### config.mk
export PLATFORM = sky130hd
export DESIGN_NAME = tagged_varint_stream_decoder_core
export DESIGN_NICKNAME = d
export VERILOG_FILES = /design/src/hw/rtl/tvsd_pkg.sv /design/src/hw/rtl/tvsd_in_reg.sv /design/src/hw/rtl/tvsd_parser.sv /design/src/hw/rtl/tvsd_out_reg.sv /design/src/hw/rtl/tagged_varint_stream_decoder_core.sv
export SDC_FILE = /design/constraint.sdc
export NUM_CORES = 1
export LEC_CHECK = 0
export CORE_ASPECT_RATIO = 1.25
export CORE_MARGIN = 2
export CORE_UTILIZATION = 45
export CTS_CLUSTER_DIAMETER = 200
export DETAILED_ROUTE_END_ITERATION = 12
export DONT_BUFFER_PORTS = 1
export PLACE_DENSITY_LB_ADDON = 0.12
export SLEW_MARGIN = 20
export SYNTH_ARGS = -nofsm -noshare
export SYNTH_HDL_FRONTEND = slang
export SYNTH_HIERARCHICAL = 1
export SYNTH_SLANG_ARGS = --single-unit
export TNS_END_PERCENT = 1
### constraint.sdc
create_clock -name clk_i -period 4 [get_ports clk_i]
set_clock_uncertainty 0.2 [all_clocks]
set_input_delay 0 -clock clk_i [delete_from_list [all_inputs] [get_ports clk_i]]
set_output_delay 0 -clock clk_i [all_outputs]
set_load 0.01 [all_outputs]
### src/hw/rtl/tvsd_pkg.sv
// Shared types and constants for the tagged varint stream decoder.
`timescale 1ns / 1ps

package tvsd_pkg;

  // Parser position within the current item.
  typedef enum logic [2:0] {
    PH_TAG   = 3'd0,
    PH_HEAD  = 3'd1,
    PH_BYTES = 3'd2,
    PH_CHAR  = 3'd3,
    PH_STR   = 3'd4
  } tvsd_phase_e;

  // Kind of a decoded item.
  typedef enum logic [2:0] {
    K_BOOL  = 3'd0,
    K_CHAR  = 3'd1,
    K_SHORT = 3'd2,
    K_INT   = 3'd3,
    K_LONG  = 3'd4,
    K_SLEN  = 3'd5,
    K_SCHR  = 3'd6
  } tvsd_kind_e;

  // Error codes carried with a result.
  typedef enum logic [2:0] {
    E_OK        = 3'd0,
    E_BAD_TAG   = 3'd1,
    E_BAD_LEN   = 3'd2,
    E_SHORT_OVF = 3'd3,
    E_INT_OVF   = 3'd4,
    E_TRUNC     = 3'd5
  } tvsd_err_e;

  // Tag bytes.
  localparam logic [7:0] TAG_TRUE  = 8'h74;  // 't'
  localparam logic [7:0] TAG_FALSE = 8'h66;  // 'f'
  localparam logic [7:0] TAG_CHAR  = 8'h63;  // 'c'
  localparam logic [7:0] TAG_SHORT = 8'h73;  // 's'
  localparam logic [7:0] TAG_INT   = 8'h69;  // 'i'
  localparam logic [7:0] TAG_LONG  = 8'h6C;  // 'l'
  localparam logic [7:0] TAG_STR   = 8'h53;  // 'S'

  // Largest count of extra bytes a number head may announce.
  localparam logic [3:0] MAX_EXTRA_BYTES = 4'd8;

  // Input word.
  typedef struct packed {
    logic [7:0] data_byte;
    logic       end_of_stream;
  } tvsd_in_t;

  // Output word.
  typedef struct packed {
    tvsd_kind_e         kind;
    logic signed [63:0] value;
    logic               last_of_string;
    tvsd_err_e          error;
  } tvsd_out_t;

  // Result handed from the parser to the output register.
  typedef struct packed {
    logic      valid;
    tvsd_out_t word;
  } tvsd_res_t;

endpackage

### src/hw/rtl/tvsd_in_reg.sv
// Input register that holds one stream word until the parser consumes it.
`timescale 1ns / 1ps

module tvsd_in_reg (
  input  logic            clk_i,
  input  logic            rst_ni,
  input  logic            in_valid_i,
  output logic            in_stall_o,
  input  tvsd_pkg::tvsd_in_t in_word_i,
  input  logic            step_ok_i,
  output logic            hold_valid_o,
  output tvsd_pkg::tvsd_in_t hold_word_o
);
  import tvsd_pkg::*;

  logic     valid_q;
  tvsd_in_t word_q;

  // The held word blocks a new one only when it cannot advance this cycle.
  assign in_stall_o   = valid_q && !step_ok_i;
  assign hold_valid_o = valid_q;
  assign hold_word_o  = word_q;

  // Valid flag.
  always_ff @(posedge clk_i or negedge rst_ni) begin
    if (!rst_ni) begin
      valid_q <= 1'b0;
    end else if (!in_stall_o) begin
      valid_q <= in_valid_i;
    end
  end

  // Payload.
  always_ff @(posedge clk_i) begin
    if (!in_stall_o && in_valid_i) begin
      word_q <= in_word_i;
    end
  end

endmodule

### src/hw/rtl/tvsd_parser.sv
// Parser state and the per-byte decode step.
`timescale 1ns / 1ps

module tvsd_parser (
  input  logic                clk_i,
  input  logic                rst_ni,
  input  logic                step_i,
  input  tvsd_pkg::tvsd_in_t  word_i,
  output tvsd_pkg::tvsd_res_t res_o
);
  import tvsd_pkg::*;

  tvsd_phase_e phase_q, phase_d;
  tvsd_kind_e  kind_q, kind_d;
  logic [3:0]  bytes_left_q, bytes_left_d;
  logic [5:0]  top_bit_q, top_bit_d;
  logic [63:0] acc_q, acc_d;
  logic [63:0] chars_left_q, chars_left_d;

  logic [7:0]  b;
  logic [3:0]  head_n;
  logic [63:0] num_raw;
  logic [5:0]  num_top;
  logic [63:0] ext_mask;
  logic [63:0] num_ext;
  logic        short_ovf;
  logic        int_ovf;
  logic [63:0] chars_dec;

  assign b      = word_i.data_byte;
  assign head_n = b[7:4];

  // Candidate number: either a head with no extra bytes, or the last byte shifted in.
  assign num_raw = (phase_q == PH_HEAD) ? {60'd0, b[3:0]} : {acc_q[55:0], b};
  assign num_top = (phase_q == PH_HEAD) ? 6'd3 : top_bit_q;

  // Sign extension from the announced sign bit.
  assign ext_mask = {64{1'b1}} << num_top;
  assign num_ext  = ((num_top != 6'd63) && num_raw[num_top]) ? (num_raw | ext_mask) : num_raw;

  // Range checks: the upper bits must all match the sign bit of the narrow type.
  assign short_ovf = !((&num_ext[63:15]) || !(|num_ext[63:15]));
  assign int_ovf   = !((&num_ext[63:31]) || !(|num_ext[63:31]));

  assign chars_dec = chars_left_q - 64'd1;

  // Next state and result for one accepted word.
  always_comb begin
    logic finish;
    phase_d      = phase_q;
    kind_d       = kind_q;
    bytes_left_d = bytes_left_q;
    top_bit_d    = top_bit_q;
    acc_d        = acc_q;
    chars_left_d = chars_left_q;
    res_o        = '0;
    finish       = 1'b0;

    if (step_i) begin
      if (word_i.end_of_stream) begin
        // A stream that ends inside an item reports truncation and starts over.
        if (phase_q != PH_TAG) begin
          res_o.valid      = 1'b1;
          res_o.word.kind  = (phase_q == PH_STR) ? K_SCHR : kind_q;
          res_o.word.error = E_TRUNC;
        end
        phase_d      = PH_TAG;
        kind_d       = K_BOOL;
        bytes_left_d = '0;
        top_bit_d    = '0;
        acc_d        = '0;
        chars_left_d = '0;
      end else begin
        unique case (phase_q)
          PH_TAG: begin
            unique case (b)
              TAG_TRUE: begin
                res_o.valid      = 1'b1;
                res_o.word.kind  = K_BOOL;
                res_o.word.value = 64'sd1;
              end
              TAG_FALSE: begin
                res_o.valid     = 1'b1;
                res_o.word.kind = K_BOOL;
              end
              TAG_CHAR: begin
                kind_d  = K_CHAR;
                phase_d = PH_CHAR;
              end
              TAG_SHORT: begin
                kind_d  = K_SHORT;
                phase_d = PH_HEAD;
              end
              TAG_INT: begin
                kind_d  = K_INT;
                phase_d = PH_HEAD;
              end
              TAG_LONG: begin
                kind_d  = K_LONG;
                phase_d = PH_HEAD;
              end
              TAG_STR: begin
                kind_d  = K_SLEN;
                phase_d = PH_HEAD;
              end
              default: begin
                res_o.valid      = 1'b1;
                res_o.word.kind  = K_BOOL;
                res_o.word.value = {56'd0, b};
                res_o.word.error = E_BAD_TAG;
              end
            endcase
          end
          PH_HEAD: begin
            if (head_n > MAX_EXTRA_BYTES) begin
              phase_d          = PH_TAG;
              res_o.valid      = 1'b1;
              res_o.word.kind  = kind_q;
              res_o.word.error = E_BAD_LEN;
            end else begin
              bytes_left_d = head_n;
              // A full eight-byte number drops the nibble; it shifts out anyway.
              if (head_n == MAX_EXTRA_BYTES) begin
                top_bit_d = 6'd63;
                acc_d     = '0;
              end else begin
                top_bit_d = {head_n[2:0], 3'b011};
                acc_d     = {60'd0, b[3:0]};
              end
              if (head_n == 4'd0) begin
                finish = 1'b1;
              end else begin
                phase_d = PH_BYTES;
              end
            end
          end
          PH_BYTES: begin
            acc_d        = {acc_q[55:0], b};
            bytes_left_d = bytes_left_q - 4'd1;
            if (bytes_left_q == 4'd1) begin
              finish = 1'b1;
            end
          end
          PH_CHAR: begin
            phase_d          = PH_TAG;
            res_o.valid      = 1'b1;
            res_o.word.kind  = K_CHAR;
            res_o.word.value = {56'd0, b};
          end
          PH_STR: begin
            chars_left_d     = chars_dec;
            res_o.valid      = 1'b1;
            res_o.word.kind  = K_SCHR;
            res_o.word.value = {56'd0, b};
            if (chars_dec == 64'd0) begin
              phase_d                   = PH_TAG;
              res_o.word.last_of_string = 1'b1;
            end
          end
          default: begin
            phase_d      = PH_TAG;
            kind_d       = K_BOOL;
            bytes_left_d = '0;
            top_bit_d    = '0;
            acc_d        = '0;
            chars_left_d = '0;
          end
        endcase
      end

      // A completed number: range check, and a positive string length opens the characters.
      if (finish) begin
        phase_d          = PH_TAG;
        res_o.valid      = 1'b1;
        res_o.word.kind  = kind_q;
        res_o.word.value = num_ext;
        if ((kind_q == K_SHORT) && short_ovf) begin
          res_o.word.error = E_SHORT_OVF;
        end else if ((kind_q == K_INT) && int_ovf) begin
          res_o.word.error = E_INT_OVF;
        end else if ((kind_q == K_SLEN) && (num_ext != 64'd0) && !num_ext[63]) begin
          chars_left_d = num_ext;
          phase_d      = PH_STR;
        end
      end
    end
  end

  // State registers.
  always_ff @(posedge clk_i or negedge rst_ni) begin
    if (!rst_ni) begin
      phase_q      <= PH_TAG;
      kind_q       <= K_BOOL;
      bytes_left_q <= '0;
      top_bit_q    <= '0;
      acc_q        <= '0;
      chars_left_q <= '0;
    end else begin
      phase_q      <= phase_d;
      kind_q       <= kind_d;
      bytes_left_q <= bytes_left_d;
      top_bit_q    <= top_bit_d;
      acc_q        <= acc_d;
      chars_left_q <= chars_left_d;
    end
  end

endmodule

### src/hw/rtl/tvsd_out_reg.sv
// Result register that presents one decoded word to the consumer.
`timescale 1ns / 1ps

module tvsd_out_reg (
  input  logic                clk_i,
  input  logic                rst_ni,
  input  tvsd_pkg::tvsd_res_t res_i,
  output logic                step_ok_o,
  output logic                out_valid_o,
  input  logic                out_stall_i,
  output tvsd_pkg::tvsd_out_t out_word_o
);
  import tvsd_pkg::*;

  logic      valid_q;
  tvsd_out_t word_q;

  // The register can take a new result when empty or being emptied.
  assign step_ok_o   = !valid_q || !out_stall_i;
  assign out_valid_o = valid_q;
  assign out_word_o  = word_q;

  // Valid flag.
  always_ff @(posedge clk_i or negedge rst_ni) begin
    if (!rst_ni) begin
      valid_q <= 1'b0;
    end else if (step_ok_o) begin
      valid_q <= res_i.valid;
    end
  end

  // Payload.
  always_ff @(posedge clk_i) begin
    if (step_ok_o && res_i.valid) begin
      word_q <= res_i.word;
    end
  end

endmodule

### src/hw/rtl/tagged_varint_stream_decoder_core.sv
// Top level of the tagged varint stream decoder.
//
//   Channel  Direction  Handshake                Word
//   in       input      in_valid_i / in_stall_o  tvsd_in_t: data_byte, end_of_stream
//   out      output     out_valid_o/out_stall_i  tvsd_out_t: kind, value,
//                                                last_of_string, error
//
// One byte enters per cycle while in_stall_o is low; each byte is decoded combinationally
// between the input register and the result register.
// A result is registered after its byte is decoded and leaves while out_stall_i is low.
// Reset (rst_ni low) empties both registers and returns the parser to the tag phase.
// A stall on the output holds the result and at once holds the word in the input register.
`timescale 1ns / 1ps

module tagged_varint_stream_decoder_core (
  input  logic                clk_i,
  input  logic                rst_ni,
  input  logic                in_valid_i,
  output logic                in_stall_o,
  input  tvsd_pkg::tvsd_in_t  in_word_i,
  output logic                out_valid_o,
  input  logic                out_stall_i,
  output tvsd_pkg::tvsd_out_t out_word_o
);
  import tvsd_pkg::*;

  logic      step_ok;
  logic      hold_valid;
  tvsd_in_t  hold_word;
  tvsd_res_t res;

  // Input register.
  tvsd_in_reg u_in_reg (
    .clk_i        (clk_i),
    .rst_ni       (rst_ni),
    .in_valid_i   (in_valid_i),
    .in_stall_o   (in_stall_o),
    .in_word_i    (in_word_i),
    .step_ok_i    (step_ok),
    .hold_valid_o (hold_valid),
    .hold_word_o  (hold_word)
  );

  // Decode step on the held byte.
  tvsd_parser u_parser (
    .clk_i  (clk_i),
    .rst_ni (rst_ni),
    .step_i (hold_valid && step_ok),
    .word_i (hold_word),
    .res_o  (res)
  );

  // Result register.
  tvsd_out_reg u_out_reg (
    .clk_i       (clk_i),
    .rst_ni      (rst_ni),
    .res_i       (res),
    .step_ok_o   (step_ok),
    .out_valid_o (out_valid_o),
    .out_stall_i (out_stall_i),
    .out_word_o  (out_word_o)
  );

endmodule
* Word level (Yosys, flattened, before mapping)
Index checks and enable logic that the tools add are counted.
Operators by class: $add $sub $neg 2, order comparisons 2, eq/ne operators 26, shifts and indexed selects 1, mux-type cells 62, bitwise gates (word level) 3, reductions and logical operators 44
Operators by type and width (number):
- $mux W64 | 7
- $pmux W56 S3 | 1
- $pmux W64 S2 | 1
- $mux W56 | 2
- $mux W72 | 1
- $mux W68 | 1
- $mux W65 | 1
- $logic_not A64 Y1 | 1
- $or A64 B64 Y64 | 1
- $reduce_bool A64 Y1 | 1
- $shl A64 B6 Y64 const A | 1
- $sub A64 B1 Y64 const B | 1
- $eq A8 B7 Y1 const B | 7
- $reduce_and A49 Y1 | 1
- $reduce_or A49 Y1 | 1
- $mux W3 | 15
- $reduce_and A33 Y1 | 1
- $reduce_or A33 Y1 | 1
- $pmux W8 S2 | 2
- $mux W4 | 7
- $mux W6 | 4
- $pmux W3 S2 | 3
- $pmux W4 S4 | 1
- $reduce_or A4 Y1 | 4
- 38 further kinds | 74
Storage, ports and cells: bits in registers 218, bits of input ports 13, output and inout bits 73

* Depth between registers and ports, before layout
Gate-level depths: netlist of run 1.
depth in word-level cells 16, mapped depth 13, gate-level depth less buffers 10

* By module
The synthesis of run 1 kept the hierarchy.
By module, submodules not included:
- tvsd_parser | instances 1, cells an instance 1439, area an instance 10945.5 um^2, seq. area each 3378.2 um^2
- tvsd_out_reg | instances 1, cells an instance 75, area an instance 2179.6 um^2, seq. area each 2157.1 um^2
- tvsd_in_reg | instances 1, cells an instance 14, area an instance 327.8 um^2, seq. area each 295.3 um^2
- tagged_varint_stream_decoder_core | instances 1, cells an instance 1, area an instance 6.3 um^2, seq. area each 0.0 um^2

* Least setup slack after synthesis of run 1
Ideal clock, no wire load.
kind reg-to-reg, start point register u_parser.phase_q[1], end point register u_out_reg.word_q (netlist bit u_out_reg/out_word_o[0]) (enable), setup time 0.453 ns, data arrival time 3.708 ns, data required time 3.347 ns, path slack -0.361 ns, cell stages (with the launch flop) 9, buffers on the path 1, period minus slack after synthesis 4.361 ns, cell sequence dfrtp_1 -> clkbuf_1 -> nor2b_1 -> a22o_1 -> nand2_1 -> nor2_1 -> a21oi_1 -> a21oi_1 -> a21boi_2
RTL lines:
- from (decl) | line tvsd_parser.sv:13 | tvsd_phase_e phase_q, phase_d;
- from (signal assigned) | line tvsd_parser.sv:199 | phase_q <= phase_d;
- to (signal assigned) | line tvsd_out_reg.sv:35 | word_q <= res_i.word;
- to (decl) | line tvsd_out_reg.sv:16 | tvsd_out_t word_q;

* Final worst setup path of run 1
start point register u_parser.chars_left_q[30], end point register u_out_reg.word_q (netlist bit u_out_reg/out_word_o[3]), data pin
On the way: cells in the longest elaborated chain, start to end 3
Ends and longest elaborated chain:
- from (decl) | line tvsd_parser.sv:18 | logic [63:0] chars_left_q, chars_left_d;
- from (signal assigned) | line tvsd_parser.sv:204 | chars_left_q <= chars_left_d;
- $sub A64 B1 Y64 | line tvsd_parser.sv:45 | assign chars_dec = chars_left_q - 64'd1;
- $logic_not A64 Y1 | line tvsd_parser.sv:155 | if (chars_dec == 64'd0) begin
- $mux W1 | line tvsd_parser.sv:155
No other way between the ends. A chain may end at the register's enable or synchronous reset.

==> results of run 1 <==
[area by class of cell]
class                           instances  area (µm²)
Tap cell                              396         495
Sequential cell                       217        5830
Multi-Input combinational cell       1160        7110
Timing Repair Buffer                  151        1270
Clock buffer                           30         664
Clock inverter                         14         168
Inverter                               26        97.6
Fill cell                            2745       13700
[per-stage QoR]
step | cell area (µm²) | setup WS, ps | power [W] | cells
6_report | 15600 | 165 | 0.0104 | 1994
2_1_floorplan | 13500 | 338 | 0.00585 | 1529
5_1_grt | 15600 | 50.5 | 0.0109 | 1994
3_5_place_dp | 14500 | 143 | 0.00785 | 1925
4_1_cts | 15600 | 109 | 0.0103 | 1994
3_3_place_gp | 14500 | 233 | 0.00785 | 1925
[path summary, 6_finish.rpt]
path	startpoint	endpoint	slack, ps
hold reg to reg	u_parser/chars_left_q[50]$_DFFE_PN0P_	u_parser/chars_left_q[50]$_DFFE_PN0P_	350
max in group asynchronous	rst_ni	u_in_reg/hold_valid_o$_DFFE_PN0N_	2610
setup / recovery	u_parser/chars_left_q[30]$_DFFE_PN0P_	u_out_reg/out_word_o[3]$_DFFE_PP_	160
hold / removal	out_stall_i	u_out_reg/out_valid_o$_DFFE_PN0P_	60
min in group asynchronous	rst_ni	u_parser/chars_left_q[48]$_DFFE_PN0P_	430
setup reg to reg	u_parser/chars_left_q[30]$_DFFE_PN0P_	u_out_reg/out_word_o[3]$_DFFE_PP_	160
[state kept, by name, indices dropped and copies added, names as in the netlist]
signal	count
u_in_reg/hold_valid_o	1
u_in_reg/hold_word_o	9
u_out_reg/out_valid_o	1
u_out_reg/out_word_o	71
u_parser/acc_q	56
u_parser/bytes_left_q	4
u_parser/chars_left_q	64
u_parser/kind_q	3
u_parser/phase_q	3
u_parser/top_bit_q	5
[layout by cell type, fill, tap and decap left out, types with 8 or more instances in the layout]
| master | netlist | final |
|---|---|---|
| or4_1 | 14 | 14 |
| a22o_1 | 71 | 71 |
| nor2b_1 | 15 | 15 |
| o31ai_1 | 16 | 16 |
| nand2_1 | 134 | 132 |
| a21o_1 | 12 | 12 |
| nand4_1 | 28 | 28 |
| or3_1 | 25 | 25 |
| and3_1 | 9 | 9 |
| and2_1 | 24 | 23 |
| a31oi_1 | 31 | 31 |
| nor4_1 | 42 | 40 |
| dfrtp_1 | 137 | 137 |
| or2_2 | 10 | 10 |
| xnor2_1 | 10 | 10 |
| a21oi_1 | 116 | 116 |
| o21ai_0 | 95 | 95 |
| edfxtp_1 | 80 | 80 |
| dlygate4sd3_1 | 0 | 23 |
| inv_1 | 25 | 25 |
| mux2_2 | 9 | 9 |
| nand2b_1 | 21 | 21 |
| mux2i_1 | 14 | 14 |
| o22ai_1 | 8 | 8 |
| nor2_1 | 172 | 172 |
| a22oi_1 | 28 | 28 |
| buf_4 | 0 | 123 |
| nand3_1 | 28 | 28 |
| nor3_1 | 61 | 58 |
| clkbuf_16 | 0 | 25 |
[critical path, stage by stage (launching register included)]
cell and delay [ps]:
dfrtp_1 440, or4_1 600, nor3b_1 400, and4_1 430
nand2_1 210, a2111oi_0 520, nand4_1 180, or4_4 540
nor3_1 130
[power breakdown]
| part | switching (W) | total, W | internal (W) |
|---|---|---|---|
| combinational | 0.00320 | 0.00470 | 0.00150 |
| clock | 0.000986 | 0.00237 | 0.00138 |
| sequential | 0.000556 | 0.00334 | 0.00279 |
| total | 0.00474 | 0.0104 | 0.00567 |
[cell families (layout without fill, tap and decap cells)]
logic type      count (synthesis)  in the layout
mux                            28             28
flops                         217            217
xor+xnor                       16             16
simple gates                  631            631
compound gates                481            481
fa+ha+maj                       4              4
buf+inv                       152            221
[repair_timing]
action	4_1_cts	5_1_grt
hold buffers	25	0
endpoints found under the setup margin	0	2
resized for setup	0	5
endpoints found under the hold margin	233	0
[per-layer routing]
layer,up-vias,global-route usage
met2,666,0.595
met3,140,0.0423
met5,-,0
li1,5882,-
met1,6586,0.490
met4,0,0.171
==> results.md, run 1 <==
* Area delta synth->final at 16.1%
* Sequential element share of the synthesized area at 0.433
* Post-route DRC at 0
* Worst skew pair latency at 550 ps
* Pin count of the biggest net entering global routing at between 90 and 100
* Setup crit start kind: register
* Maximum operating frequency at 261 MHz
* FF+latch count, synth at 217
* Most frequent cells after synthesis: nor2_1 (172), dfrtp_1 (137), nand2_1 (134)
* Post-synthesis xor/xnor area fraction at 0.0104
* Unrepaired setup endpoints after global routing: false
* Die height at 197 µm
* Worst-path clk slew at 70 ps
* PwrDens at 666 nW/µm²
* Antenna-violating nets left at 0
* Leak pwr at 5.99 nW
* Post-synthesis area per instance at 8.80 µm²
* Fin util at 0.533
* Worst slew pin tran at ~1000 ps
* Final Hold Fails at 0
* Worst Path Max Fanout at 7
* Share of layout cells above drive strength 1 at 0.141
* Wire length on met3 at 3890 µm
* GRT Total Usage at 0.367
* Inserted Clock Buffers at 25
* Initial antenna violation count at 1
* N_diodes at 0
* Average wire per standard cell at 28.4 µm
* CP arrival at 4020 ps
* Vias in the first global route at 12,700
* Met1 wire length at about 22,000 µm
* Worst Hold Path Cells at 2
* Io pins at 86
* Met2 wire length at 27,000 µm
* Dominant synthesized flop cell: dfrtp_1
* Synth cell types at 90
* CP required at 4180 ps
* Synth top area share at 0.255
* Die ar. at approximately 31,000 µm²
* Core area at 29,300 µm²
* First-pass GRT wire length at 84,800 µm
* Setup Crit Path Kind: reg -> reg
* CP endpoint kind: register
* Router iterations before antenna repair at 5
* Syn nets at 1,546
* Final setup fails at 0
* Clock buffer depth at 3
* Outcome: completed
* Die Span X at roughly 160 µm
* Root buf cell: clkbuf_16
* Worst vdd rail ir drop at 0.474 mV
* Largest family of logic cells by synthesized area: compound AO/OA/AOI/OAI gates
* CTS tree: done
* DRT iter0 DRCs at 1,468
* Reg2Reg Depth at 8
* Adder-cell share of the synthesized area at 0.00372
* Netlist Area Pre-Place at roughly 13,000 µm²
* Number of max-cap violations at 0
* Synth Instances at about 1,500
* Max-slew headroom at 0.333
* Dpl hpwl at around 41,000 µm
* Complex-gate fraction of the synthesized area at 0.243
* Initial Util at 0.459
* GRT overflow at 0
* Drt via density at 6.66
* Routability cong. at 0.976
* Async S/R FF share, synth at 0.631
* Post-synth EDFFs at 80
* Hold Crit Class: in -> reg
* Yosys warning total at 6
* Port bufs at 0
* Cell accounting for the most synthesized area: dfrtp_1
* Most frequent cell after synthesis: nor2_1
* Vias at 13,300
* H-Tree Depth at 1
* Mux cell area share after synthesis at 0.0255
* Num rows at 70
* Nets@finish at between 1,500 and 2,000
* Post-synthesis simple-gate area fraction at 0.241
* Top cells by area, synth: dfrtp_1 (25%), edfxtp_1 (18%), nor2_1 (4.8%)
* Final hold slack at 60.0 ps
* Fin crit share at 0.959
* Clock sinks at 217
* Period minus WS final at ~3800 ps
* Post-CTS setup buffers at 0
* Final setup TNS at 0 ps
* Routed WL at 56,600 µm
* Highest routing layer actually used: met4
* Slew Limit Fails at 0
(Power assumes the default switching activity.)
==> inputs of run 2 (changes only) <==
--- a/config.mk
+++ b/config.mk
@@ -5,7 +5,6 @@
 export SDC_FILE = /design/constraint.sdc
 export NUM_CORES = 1
 export LEC_CHECK = 0
-export CORE_ASPECT_RATIO = 1.25
 export CORE_MARGIN = 2
 export CORE_UTILIZATION = 45
 export CTS_CLUSTER_DIAMETER = 200
==> run 2 against run 1 <==
  * Via count grew 0.40%
  * Clock power is essentially flat
  * Utilization shrank 0.43 points
  * Total power shrank 1.2%
  * Fmax shrank 0.20%
  * Cell count shrank 0.45%
  * Wire length shrank 6.6%
  * Combinational power shrank 2%
  * Critical endpoint is now u_out_reg/out_word_o[1]$_DFFE_PP_
  * Largest cell class unchanged
  * Largest power group unchanged
==> results.md, run 2 (synthesized netlist as in run 1, its figures left out) <==
* Final setup fails at 0
* Drt via density at between 6 and 7
* Number of max-cap violations at 0
* GRT Total Usage at 0.335
* Routed WL at 52,800 µm
* Worst path slowest cell: or3b_2
* Antenna-violating nets left at 0
* First-pass GRT wire length at 79,700 µm
* DRT iter0 DRCs at 1,766
* Final setup TNS at 0 ps
* Clk pwr share at 0.229
* Setup crit start kind: register
* CP required at 4060 ps
* Max FFs per register at 71
* Final Hold Fails at 0
* PwrDens at 659 nW/µm²
* Worst slew pin tran at 1050 ps
* Non-filler cells in the finished layout at 1,985
* CP max stage delay at 680 ps
* Average wire per standard cell at 26.6 µm
* Io pins at 86
* Reg-to-reg setup timing slack at about 160 ps
* Dpl hpwl at 37,700 µm
* Placed insts at 1,913
* Worst skew pair latency at between 500 and 600 ps
* CP endpoint kind: register
* CP top delay family: compound AO/OA/AOI/OAI gates
* CTS tree: done
* Fin crit share at 0.961
* Core area at 29,600 µm²
* Share of layout cells above drive strength 1 at 0.139
* Die Span X at 177 µm
* Nets@finish at 1,592
* H-Tree Depth at 1
* Max-slew headroom at 0.297
* Root buf cell: clkbuf_16
* Router iterations before antenna repair at 6
* Initial antenna violation count at 0
* Commonest non-fill, non-tap cell in the layout: nor2_1
* Die height at 177 µm
* Inserted Clock Buffers at 26
* Die ar. at 31,300 µm²
* Crit path cell chain: or3b_2 -> and2_1 -> nand2_1 -> o311a_1 -> o21ai_0 -> a221o_1 -> o41ai_1 -> buf_4 -> nand3_1
* Worst Path Max Fanout at 18
* Final Cell Area at 15,600 µm²
* Worst-path clk slew at 60 ps
* Comb pwr share at 0.448
* Reg power frac at 0.324
* Num rows at 63
* Clock buffer depth at 3
* Dpl cell area at 14,500 µm²
* Routability cong. at 0.985
* Vias in the first global route at 12,600
* N_diodes at 0
* Worst vdd rail ir drop at 0.438 mV
* Maximum operating frequency at around 260 MHz
* WP buf/inv at 1
* Area delta synth->final at 16.1%
* Outcome: completed
* Port bufs at 0
* Unrepaired setup endpoints after global routing: false
* Vias at ~13,000
* Switching Power at 0.00467 W
* Hold Crit Class: in -> reg
* Initial Util at 0.455
* Most frequent cells in the layout: nor2_1 (172), dfrtp_1 (137), nand2_1 (132)
* Slew Limit Fails at 0
* Internal Power at ~0.0056 W
* GRT overflow at 0
* Clock sinks at 217
* Period minus WS final at 3840 ps
* Post-route DRC at 0
* Pin count of the biggest net entering global routing at approximately 140
* CP arrival at 3910 ps
* Net Sw Frac at 0.454
* Setup Crit Path Kind: reg -> reg
* Leak pwr at 5.99 nW
[run 2: cell count changes in the layout (fill, tap and decap cells not counted), sizes merged]
cell	change
buf	-7
bufinv	-3
clkbuf	+4
clkinv	+2
clkinvlp	-1
inv	+2
[run 2: per-layer routing]
layer	up-vias	share of wire	global-route usage	routed length [µm]
li1	5889	-	-	-
met1	6532	0.41	0.473	21800
met2	768	0.46	0.520	24100
met3	138	0.093	0.0567	4930
met4	0	0.038	0.116	2000
met5	-	0	0	0
[run 2: repair_timing]
action	4_1_cts	5_1_grt
buffers inserted	0	0
endpoints found under the hold margin	236	0
resized for setup	0	5
endpoints found under the setup margin	0	2
hold buffers	24	0
[run 2: final cells by class]
class	count	area (µm²)
repair buffers	144	1250
fillers	2796	13900
clock inverters	14	104
flip-flops and latches	217	5830
clock buffers	34	753
well taps	390	488
multi-input cells	1160	7100
inverters	26	97.6
[run 2: final timing paths]
kind / start / to / depth (start not counted)
setup reg to reg: u_parser/phase_q[2]$_DFFE_PN0P_ / u_out_reg/out_word_o[1]$_DFFE_PP_ / 9
max in group asynchronous: rst_ni / u_parser/acc_q[30]$_DFFE_PN0P_ / 3
hold reg to reg: u_parser/bytes_left_q[1]$_DFFE_PN0P_ / u_parser/bytes_left_q[1]$_DFFE_PN0P_ / 1
setup / recovery: u_parser/phase_q[2]$_DFFE_PN0P_ / u_out_reg/out_word_o[1]$_DFFE_PP_ / 9
min in group asynchronous: rst_ni / u_parser/chars_left_q[45]$_DFFE_PN0P_ / 3
hold / removal: out_stall_i / u_out_reg/out_valid_o$_DFFE_PN0P_ / 2
[run 2: worst register-to-register path: cells and delay by family, from the launching register on]
kind                   cells  cell delay [ps]
buffers and inverters      1              220
DFF                        1              420
AOI/OAI and AO/OA          4             1450
and+or+nand+nor            4             1290
[run 2: power by group through the flow]
stage | clock, W | sequential (W) | combinational [W]
3_3_place_gp | 0 | 0.00334 | 0.00438
4_1_cts | 0.00240 | 0.00332 | 0.00444
6_report | 0.00235 | 0.00333 | 0.00461
2_1_floorplan | 0 | 0.00317 | 0.00268
5_1_grt | 0.00249 | 0.00338 | 0.00488
3_5_place_dp | 0 | 0.00336 | 0.00437
[run 2: per-stage QoR]
step,setup slack (ps),util,power [W],hold slack [ps]
final,157,0.528,0.0103,69.6
after global routing,9.40,0.528,0.0107,53.0
after CTS,167,0.528,0.0102,40.8
after detailed placement,203,0.490,0.00773,-490
after global placement,177,0.490,0.00773,-490
after floorplan,338,-,0.00585,-496
